<file path="src/hw/rtl/sks_pkg.sv">
`timescale 1ns / 1ps

package sks_pkg;

	localparam int MAX_SEED_LEN = 32;
	localparam int KEY_CHARS = 12;
	localparam int KEY_BYTES = KEY_CHARS / 2;

	localparam int ADDR_W = (MAX_SEED_LEN > 1) ? $clog2(MAX_SEED_LEN) : 1;
	localparam int CNT_W = $clog2(MAX_SEED_LEN + 1);
	localparam int SUM_W = $clog2(9 * MAX_SEED_LEN + 1);
	localparam int BIT_W = $clog2(SUM_W);
	localparam int J_W = $clog2(KEY_CHARS);

	localparam logic [7:0] CH_0 = 8'h30;
	localparam logic [7:0] CH_9 = 8'h39;
	localparam logic [7:0] CH_A_LO = 8'h61;
	localparam logic [7:0] CH_Z_LO = 8'h7a;
	localparam logic [7:0] CH_A_UP = 8'h41;
	localparam logic [7:0] NIB_TEN = 8'h0a;
	localparam logic [7:0] MIRROR_K = 8'd219;

	typedef struct packed {
		logic [7:0] seed_char;
		logic       seed_last;
	} seed_req_t;

	typedef struct packed {
		logic [7:0] key_byte;
		logic       key_last;
		logic       seed_overflow;
	} key_req_t;

	function automatic logic is_digit(input logic [7:0] c);
		return (c >= CH_0) && (c <= CH_9);
	endfunction

	function automatic logic [7:0] mirror(input logic [7:0] c);
		if (is_digit(c)) begin
			return CH_9 + CH_0 - c;
		end
		return MIRROR_K - c;
	endfunction

	function automatic logic [7:0] nibble_value(input logic [7:0] c);
		if (is_digit(c)) begin
			return c - CH_0;
		end
		if ((c >= CH_A_LO) && (c <= CH_Z_LO)) begin
			return c - CH_A_LO + NIB_TEN;
		end
		return c - CH_A_UP + NIB_TEN;
	endfunction

endpackage

</file>
<file path="src/hw/rtl/sks_seed_if.sv">
`timescale 1ns / 1ps

interface sks_seed_if;
	logic              valid;
	logic              ready;
	sks_pkg::seed_req_t data;

	modport source (output valid, output data, input ready);
	modport sink (input valid, input data, output ready);
endinterface

</file>
<file path="src/hw/rtl/sks_key_if.sv">
`timescale 1ns / 1ps

interface sks_key_if;
	logic             valid;
	logic             ready;
	sks_pkg::key_req_t data;

	modport source (output valid, output data, input ready);
	modport sink (input valid, input data, output ready);
endinterface

</file>
<file path="src/hw/rtl/seed_to_card_key_scrambler_top.sv">
`timescale 1ns / 1ps
// Seed characters load one per cycle while the block is in its load state.
// After the final character, a restoring division yields digit sum mod length;
// then per key byte: two store reads, each followed by a capture, then an output
// hold that waits for key.ready.
// Async reset clears count, digit sum, overflow flag and sequencer; the store is not cleared.
module seed_to_card_key_scrambler_top (
	input  logic       clk,
	input  logic       arst_n,
	sks_seed_if.sink   seed,
	sks_key_if.source  key
);
	import sks_pkg::*;

	localparam logic [2:0] S_LOAD = 3'd0;
	localparam logic [2:0] S_DIV  = 3'd1;
	localparam logic [2:0] S_RD   = 3'd2;
	localparam logic [2:0] S_CAP  = 3'd3;
	localparam logic [2:0] S_OUT  = 3'd4;

	logic [2:0]       state_q;
	logic [CNT_W-1:0] count_q;
	logic [SUM_W-1:0] sum_q;
	logic             ovf_q;
	logic [CNT_W-1:0] rem_q;
	logic [BIT_W-1:0] bit_q;
	logic [J_W-1:0]   j_q;
	logic [7:0]       hi_q;
	logic [7:0]       rdata_q;
	logic             in_range_q;
	logic             out_valid_q;
	logic [7:0]       key_byte_q;
	logic             key_last_q;

	logic [7:0] mem [MAX_SEED_LEN];

	logic             accept;
	logic             room;
	logic [CNT_W:0]   div_t;
	logic [CNT_W:0]   div_d;
	logic [CNT_W-1:0] j_ext;
	logic [CNT_W-1:0] mirr_idx;
	logic [CNT_W-1:0] half_len;
	logic             swap;
	logic [CNT_W-1:0] m_idx;
	logic [CNT_W:0]   src;
	logic [CNT_W:0]   src_w;
	logic [7:0]       cap_char;
	logic [7:0]       cap_nib;

	assign accept = seed.valid && seed.ready;
	assign room = count_q < CNT_W'(MAX_SEED_LEN);
	assign seed.ready = (state_q == S_LOAD);

	assign key.valid = out_valid_q;
	assign key.data.key_byte = key_byte_q;
	assign key.data.key_last = key_last_q;
	assign key.data.seed_overflow = ovf_q;

	// restoring division step, one dividend bit per cycle
	assign div_t = {rem_q, sum_q[bit_q]};
	assign div_d = div_t - {1'b0, count_q};

	// position after the even-index swap, then rotation
	assign j_ext = CNT_W'(j_q);
	assign mirr_idx = count_q - CNT_W'(1) - j_ext;
	assign half_len = count_q >> 1;
	assign swap = (!j_q[0] && (j_ext < half_len)) ||
		(!mirr_idx[0] && (mirr_idx < half_len));
	assign m_idx = swap ? mirr_idx : j_ext;
	assign src = {1'b0, m_idx} + {1'b0, rem_q};
	assign src_w = (src >= {1'b0, count_q}) ? (src - {1'b0, count_q}) : src;

	assign cap_char = in_range_q ? mirror(rdata_q) : 8'h00;
	assign cap_nib = nibble_value(cap_char);

	always_ff @(posedge clk) begin
		if (accept && room) begin
			mem[count_q[ADDR_W-1:0]] <= seed.data.seed_char;
		end
		if (state_q == S_RD) begin
			rdata_q <= mem[src_w[ADDR_W-1:0]];
			in_range_q <= j_ext < count_q;
		end
	end

	always_ff @(posedge clk or negedge arst_n) begin
		if (!arst_n) begin
			state_q <= S_LOAD;
			count_q <= '0;
			sum_q <= '0;
			ovf_q <= 1'b0;
			out_valid_q <= 1'b0;
			rem_q <= '0;
			bit_q <= '0;
			j_q <= '0;
			hi_q <= '0;
			key_byte_q <= '0;
			key_last_q <= 1'b0;
		end else begin
			case (state_q)
				S_LOAD: begin
					if (accept) begin
						if (room) begin
							count_q <= count_q + CNT_W'(1);
							if (is_digit(seed.data.seed_char)) begin
								sum_q <= sum_q + SUM_W'(seed.data.seed_char - CH_0);
							end
						end else begin
							ovf_q <= 1'b1;
						end
						if (seed.data.seed_last) begin
							rem_q <= '0;
							bit_q <= BIT_W'(SUM_W - 1);
							state_q <= S_DIV;
						end
					end
				end
				S_DIV: begin
					rem_q <= div_d[CNT_W] ? div_t[CNT_W-1:0] : div_d[CNT_W-1:0];
					if (bit_q == '0) begin
						j_q <= '0;
						state_q <= S_RD;
					end else begin
						bit_q <= bit_q - BIT_W'(1);
					end
				end
				S_RD: begin
					state_q <= S_CAP;
				end
				S_CAP: begin
					if (!j_q[0]) begin
						hi_q <= cap_nib;
						j_q <= j_q + J_W'(1);
						state_q <= S_RD;
					end else begin
						key_byte_q <= {hi_q[3:0], 4'b0000} | cap_nib;
						key_last_q <= (j_q == J_W'(KEY_CHARS - 1));
						out_valid_q <= 1'b1;
						state_q <= S_OUT;
					end
				end
				S_OUT: begin
					if (key.ready) begin
						out_valid_q <= 1'b0;
						if (j_q == J_W'(KEY_CHARS - 1)) begin
							count_q <= '0;
							sum_q <= '0;
							ovf_q <= 1'b0;
							state_q <= S_LOAD;
						end else begin
							j_q <= j_q + J_W'(1);
							state_q <= S_RD;
						end
					end
				end
				default: begin
					state_q <= S_LOAD;
				end
			endcase
		end
	end

endmodule

</file>
<file path="src/flat_wrapper.sv">
// flat-port wrapper written by rule: the top's interface ports become plain ports
module seed_to_card_key_scrambler_top_flat import sks_pkg::*;
  (clk, arst_n, seed_valid, seed_data, seed_ready, key_valid, key_data, key_ready);
  sks_seed_if seed_i ();
  sks_key_if key_i ();
  input  logic clk;
  input  logic arst_n;
  input wire logic [$bits(seed_i.valid)-1:0] seed_valid;
  input wire logic [$bits(seed_i.data)-1:0] seed_data;
  output wire logic [$bits(seed_i.ready)-1:0] seed_ready;
  output wire logic [$bits(key_i.valid)-1:0] key_valid;
  output wire logic [$bits(key_i.data)-1:0] key_data;
  input wire logic [$bits(key_i.ready)-1:0] key_ready;
  assign seed_i.valid = seed_valid;
  assign seed_i.data = seed_data;
  assign seed_ready = seed_i.ready;
  assign key_valid = key_i.valid;
  assign key_data = key_i.data;
  assign key_i.ready = key_ready;
  seed_to_card_key_scrambler_top u_core (.clk(clk), .arst_n(arst_n), .seed(seed_i), .key(key_i));
endmodule
</file>
<file path="config.mk">
export PLATFORM = sky130hd
export DESIGN_NAME = seed_to_card_key_scrambler_top_flat
export DESIGN_NICKNAME = d
export VERILOG_FILES = /design/src/hw/rtl/sks_pkg.sv /design/src/hw/rtl/sks_seed_if.sv /design/src/hw/rtl/sks_key_if.sv /design/src/hw/rtl/seed_to_card_key_scrambler_top.sv /design/src/flat_wrapper.sv
export SDC_FILE = /design/constraint.sdc
export NUM_CORES = 1
export LEC_CHECK = 0
export BUFFER_PORTS_ARGS = -buffer_cell sky130_fd_sc_hd__buf_2
export CORE_MARGIN = 1
export CORE_UTILIZATION = 35
export CTS_BUF_LIST = sky130_fd_sc_hd__clkbuf_16
export DETAILED_ROUTE_END_ITERATION = 12
export PLACE_DENSITY = 0.53
export SLEW_MARGIN = 30
export SYNTH_ARGS = -nofsm -noshare
export SYNTH_HDL_FRONTEND = slang
export SYNTH_SLANG_ARGS = --single-unit
export TNS_END_PERCENT = 5
</file>
<file path="constraint.sdc">
create_clock -name clk -period 5.85 [get_ports clk]
set_input_delay 1.17 -clock clk [delete_from_list [all_inputs] [get_ports clk]]
set_output_delay 1.17 -clock clk [all_outputs]
set_load 0.05 [all_outputs]
</file>
== Word-level counts from Yosys, hierarchy flattened ==
Memories as Yosys holds them, arrays and structs flattened. A register that Yosys moved wholly into a read port is not among the register bits.
Index checks and enable logic that the tools add are counted.

* Memories: 1
* RAM bits: 256
* Flip-flop bits (word level): 48
* Input port bits: 13
* Output and inout port bits: 12
* Logic and storage cells: 148

* Reductions and logical operators: 28
* Multiplexer cells: 56
* Bitwise operators: 2
* Add/subtract/negate cells: 17
* Order comparisons: 14
* Eq/ne operators: 17

{| class="wikitable"
|+ Memories
! name !! words !! width !! rd ports !! clocked after Yosys merged registers in !! wr ports !! RTL line !! source
|-
| u_core.mem || 32 || 8 || 1 || 1 || 1 || seed_to_card_key_scrambler_top.sv:35 || <nowiki>logic [7:0] mem [MAX_SEED_LEN];</nowiki>
|}

{| class="wikitable"
|+ Operators by type and width
! kind !! number
|-
| $mux 8 || 7
|-
| $mux 6 || 8
|-
| $mux 9 || 5
|-
| $mux 4 || 7
|-
| $ge 8x6->1 const B || 3
|-
| $le 8x6->1 const B || 3
|-
| $pmux 6 s2 || 2
|-
| $ne 2x2->1 const B || 9
|-
| $pmux 9 s2 || 1
|-
| $add 8x4->8 const B || 2
|-
| $sub 8x7->8 const B || 2
|-
| $mux 3 || 5
|-
| $pmux 3 s5 || 1
|-
| $reduce_and 5->1 || 3
|-
| $mux 1 || 13
|-
| $pmux 4 s3 || 1
|-
| $reduce_and 4->1 || 3
|-
| $add 9x9->9 || 1
|-
| $sub 8x6->9 const B || 1
|-
| $ge 8x7->1 const B || 1
|-
| $le 8x7->1 const B || 1
|-
| $logic_and 1x1->1 || 8
|-
| $or 8x8->8 || 1
|-
| $pmux 4 s2 || 1
|-
| other kinds (36) || 45
|}

== Depth between registers and ports, before layout ==
* Word-level depth: 12
* Gate-level depth with buffers: 30
* Depth with buffers taken out: 26

== Least setup slack after synthesis ==
No wires, ideal clock.

* Path type: register to register
* Start point: register u_core.j_q[0]
* End point: register u_core.rdata_q[5] (read register of u_core.mem), data pin
* Buffers on the path: 5
* Data required time: 5.589 ns
* Library setup time: 0.261 ns
* Clock period less this slack: 6.250 ns
* Setup slack: -0.400 ns
* Arrival time: 5.989 ns
* Stages on the path, launching flop included: 29
* Cell sequence: dfrtp_1 -> inv_1 -> ha_1 -> fa_1 -> ha_1 -> a21o_1 -> a21oi_1 -> nor2b_1 -> o21ai_0 -> nand3_1 -> and2_1 -> mux2_2 -> fa_1 -> xnor2_1 -> inv_1 -> clkbuf_1 -> clkbuf_1 -> ha_1 -> and3b_1 -> a211oi_1 -> a21o_1 -> buf_4 -> nand2_4 -> mux2_4 -> buf_6 -> buf_2 -> mux2i_1 -> o22ai_1 -> nor4_1

* Longest elaborated chain between the ends: 8
* Elaborated cells between the ends (all ways): 13
* Classes of those cells: 3 x add/sub; 3 x order compare; 2 x mux; 5 x reduce/logical

{| class="wikitable"
|+ RTL lines
! item !! RTL line !! source
|-
| from (decl) || seed_to_card_key_scrambler_top.sv:27 || <nowiki>logic [J_W-1:0] j_q;</nowiki>
|-
| from (signal assigned) || seed_to_card_key_scrambler_top.sv:134 || <nowiki>j_q <= j_q + J_W'(1);</nowiki>
|-
| from (signal assigned) || seed_to_card_key_scrambler_top.sv:152 || <nowiki>j_q <= j_q + J_W'(1);</nowiki>
|-
| $sub 6x4->6 || seed_to_card_key_scrambler_top.sv:66 || <nowiki>assign mirr_idx = count_q - CNT_W'(1) - j_ext;</nowiki>
|-
| $lt 6x5->1 / $logic_not 1->1 (equally long branches) || seed_to_card_key_scrambler_top.sv:69 || <nowiki>(!mirr_idx[0] && (mirr_idx < half_len));</nowiki>
|-
| $logic_and 1x1->1 || seed_to_card_key_scrambler_top.sv:69 ||
|-
| $logic_or 1x1->1 || seed_to_card_key_scrambler_top.sv:68 || <nowiki>assign swap = (!j_q[0] && (j_ext < half_len)) ||</nowiki>
|-
| $mux 6 * || seed_to_card_key_scrambler_top.sv:70 || <nowiki>assign m_idx = swap ? mirr_idx : j_ext;</nowiki>
|-
| $add 6x6->7 * || seed_to_card_key_scrambler_top.sv:71 || <nowiki>assign src = {1'b0, m_idx} + {1'b0, rem_q};</nowiki>
|-
| $ge 7x6->1 / $sub 5x5->5 (equally long branches) || seed_to_card_key_scrambler_top.sv:72 || <nowiki>assign src_w = (src >= {1'b0, count_q}) ? (src - {1'b0, count_q}) : src;</nowiki>
|-
| $mux 5 * || seed_to_card_key_scrambler_top.sv:72 ||
|-
| to (decl) || seed_to_card_key_scrambler_top.sv:29 || <nowiki>logic [7:0] rdata_q;</nowiki>
|}

Mark *: on every way between the ends. The rest lies on a longest branch, timed or not.
A chain may end at the register's enable or synchronous reset.

== Worst setup path in the final report ==
* Start point: register u_core.count_q[0]
* End point: register u_core.rdata_q[6] (read register of u_core.mem), data pin

* Longest elaborated chain between the ends: 9
* Elaborated cells between the ends (all ways): 11
* Classes of those cells: 4 x add/sub; 2 x order compare; 2 x mux; 3 x reduce/logical

{| class="wikitable"
|+ RTL lines
! item !! RTL line !! source
|-
| from (decl) || seed_to_card_key_scrambler_top.sv:22 || <nowiki>logic [CNT_W-1:0] count_q;</nowiki>
|-
| from (signal assigned) || seed_to_card_key_scrambler_top.sv:105 || <nowiki>count_q <= count_q + CNT_W'(1);</nowiki>
|-
| $sub 6x1->6 || seed_to_card_key_scrambler_top.sv:66 ||
|-
| $sub 6x4->6 || seed_to_card_key_scrambler_top.sv:66 ||
|-
| $lt 6x5->1 / $logic_not 1->1 (equally long branches) || seed_to_card_key_scrambler_top.sv:69 ||
|-
| $logic_and 1x1->1 || seed_to_card_key_scrambler_top.sv:69 ||
|-
| $logic_or 1x1->1 || seed_to_card_key_scrambler_top.sv:68 ||
|-
| $mux 6 || seed_to_card_key_scrambler_top.sv:70 ||
|-
| $add 6x6->7 || seed_to_card_key_scrambler_top.sv:71 ||
|-
| $ge 7x6->1 / $sub 5x5->5 (equally long branches) || seed_to_card_key_scrambler_top.sv:72 ||
|-
| $mux 5 * || seed_to_card_key_scrambler_top.sv:72 ||
|}

Marks and branches as above.

==> impl_metrics.env <==
export IMPL_timing_critical_path_to_type="flip-flop"
export IMPL_ys_flop_type="edfxtp_1"
export IMPL_report_final_setup_viol=8
export IMPL_transition_time_at_the_pin_with_the_least_slew_margin_ps=894
export IMPL_async_flop_share_pct=15.1
export IMPL_cts_tree="done"
export IMPL_multi_input_area_mm2=0.00830
export IMPL_drtPass1Iterations=6
export IMPL_final_slew_violations=0
export IMPL_timing_critical_path_from_type="flip-flop"
export IMPL_nNetsFinal=1778
export IMPL_gp_congestion=0.854
export IMPL_holdWs_ps=473
export IMPL_starting_density_pct=35.6
export IMPL_worstPathArrival_ps=6220
export IMPL_die_width_um=226
export IMPL_grt_total_usage_pct=20.7
export IMPL_grt_antenna_before_repair=0
export IMPL_cp_slowest_cell="fa_2"
export IMPL_cap_violations=0
export IMPL_detail_route_wl_per_cell_um=22.0
export IMPL_yosysWarningCount=0
export IMPL_final_hold_viol_count=0
export IMPL_grt_pass1_vias=13300
export IMPL_via_per_inst=5.68
export IMPL_top_level_ports=25
export IMPL_timing_critical_path_fanout_max=11
export IMPL_clock_skew_ps=22.6
export IMPL_synth_enable_flop_cells=265
export IMPL_clkSlewWorstSetupHoldPaths_ps=60
export IMPL_synth_sequential_area_ratio_pct=52.2
export IMPL_postRouteWirelength_um=52400
export IMPL_numClockSinks=312
export IMPL_grt_remaining_overflow=0
export IMPL_htree_levels=2
export IMPL_layout_min_cycle_time_ps=5930
export IMPL_remaining_drc_errors=0
export IMPL_hpwlAfterDp_um=32600
export IMPL_flow_area_growth_from_synthesis_pct=23.3
export IMPL_worst_path_most_repeated_cell="ha_4"
export IMPL_path_class="reg2reg"
export IMPL_area_of_the_core_mm2=0.0492
export IMPL_f_max_mhz=169
export IMPL_worstSkewPairLatency_ps=560
export IMPL_die_outline_area_mm2=0.0509
export IMPL_period_share_pct=101
export IMPL_cts_root_buffer="clkbuf_16"
export IMPL_final_common_cell="edfxtp_1"
export IMPL_syn_mean_instance_area_um2=11.1
export IMPL_postLayoutSetupSlackWorst_ps=-78.2
export IMPL_detail_route_antenna_nets=0
export IMPL_post_synth_instance_area_mm2=0.0175
export IMPL_floorplan_rows=81
export IMPL_total_cts_buffers=38
export IMPL_most_common_layout_cells="edfxtp_1, nand2_1, buf_4"
export IMPL_ys_seq_elements=312
export IMPL_diodes=0
export IMPL_port_buffers=24
export IMPL_status="complete, but fails checks"
export IMPL_post_synthesis_cell_type_count=65
export IMPL_grt_setup_unrepaired="yes"
export IMPL_worstHoldPathType="reg2reg"
export IMPL_dr_first_iter_drc_count=1029
export IMPL_layout_area_seq_mm2=0.00913
export IMPL_layout_filler_cells=4533
export IMPL_postSynthCellCount=1583
export IMPL_critical_path_required_ps=6150
export IMPL_clock_path_buffers=3
export IMPL_max_slew_margin_pct=40.2
export IMPL_largest_net_degree_at_the_start_of_global_routing=97
export IMPL_cp_slowest_stage_delay_ps=560
export IMPL_grt_first_pass_wirelength_um=79700
export IMPL_dieHeight_um=226
export IMPL_failed_checks="negative setup slack"
export IMPL_via_count=13500
export IMPL_drive_above_1_share_pct=21.7
export IMPL_synth_fp_nets=1668
critical path: cells and delay by family (launching register included):
kind	cells	cell delay, ps
simple gates	8	1060
buf+inv	4	650
fa+ha+maj	6	1680
mux	1	130
flops	1	400
compound gates	9	1710
per-layer routing:
metal | vias up | share of wire (%) | track usage (%)
met5 | - | 0 | 0
met4 | 0 | 2.3 | 6.32
met2 | 338 | 48 | 34.5
li1 | 6387 | - | -
met3 | 67 | 5.2 | 3.03
met1 | 6741 | 44 | 27.8
final timing paths:
check                                       endpoint  cells after the start                  from  slack, ps
worst max-delay path               u_core.rdata_q[6]                     28     u_core.count_q[0]        -80
worst min register to register  u_core.key_byte_q[0]                      2  u_core.key_byte_q[0]        470
worst max register to register     u_core.rdata_q[6]                     28     u_core.count_q[0]        -80
min in group asynchronous            u_core.sum_q[6]                      2                arst_n        720
worst min-delay path            u_core.key_byte_q[0]                      2  u_core.key_byte_q[0]        470
max in group asynchronous       u_core.key_byte_q[1]                      2                arst_n       4670
sequential cells by signal (all words and copies together), names as in the netlist:
signal,flops
u_core.state_q,3
u_core.hi_q,4
u_core.j_q,4
u_core.rem_q,6
u_core.count_q,6
u_core.rdata_q,8
u_core.key_last_q,1
u_core.sum_q,9
u_core.in_range_q,1
u_core.bit_q,4
u_core.key.valid,1
u_core.mem,256
u_core.key_byte_q,8
u_core.ovf_q,1
logic make-up after synthesis:
group / synth area share, %
buffers and inverters: 4.38
xor gates and xnor gates: 1.80
DFF: 52.2
adders and majority gates: 5.36
and+or+nand+nor: 15.2
muxes: 5.15
AOI/OAI and AO/OA: 15.9
through the flow:
stage                     cell area, µm²  util [%]  instances  worst slack (ps)  setup TNS [ps]
after global routing               21600      43.9       2382              -354           -2340
after detailed placement           19400      39.5       2295              -398           -2810
after global placement             19400      39.5       2295              -359           -2340
after CTS                          21300      43.2       2379             -68.8            -442
final                              21600      43.9       2382             -78.2            -432
after floorplan                    17500         -       1583              18.6               0
cells in the mapped netlist, drive strengths merged, types with 11 or more instances:
cell type | instances | area, µm²
edfxtp | 265 | 7960
nand2 | 181 | 687
nand4 | 133 | 832
clkbuf | 104 | 390
mux2i | 75 | 751
nor2 | 74 | 278
and3 | 67 | 419
ha | 67 | 838
a22o | 66 | 578
a32oi | 64 | 561
o31a | 64 | 561
inv | 48 | 180
dfrtp | 47 | 1180
o21ai | 42 | 214
a21oi | 39 | 195
o22ai | 32 | 200
buf | 29 | 193
xnor2 | 28 | 245
nand3 | 23 | 115
a21o | 18 | 135
nor3 | 11 | 55.1
final cells by class:
type	instances	share of cell area, %
clock buffers	39	4.52
clock inverters	26	0.568
inverters	49	0.852
repair buffers	203	9.42
well taps	664	3.85
flip-flops and latches	312	42.3
multi-input cells	1089	38.5
repair_timing:
item | CTS | global route
endpoints found under the setup margin | 8 | 8
resized for setup | 72 | 47
hold buffers | 0 | 0
setup buffers | 18 | 6
pin swaps | 33 | 26
hold endpoints to repair | 0 | 0
gates cloned | 8 | 1
Power is not shown: default switching activity piles up to over one toggle a cycle in this logic, so the estimate is an artifact.
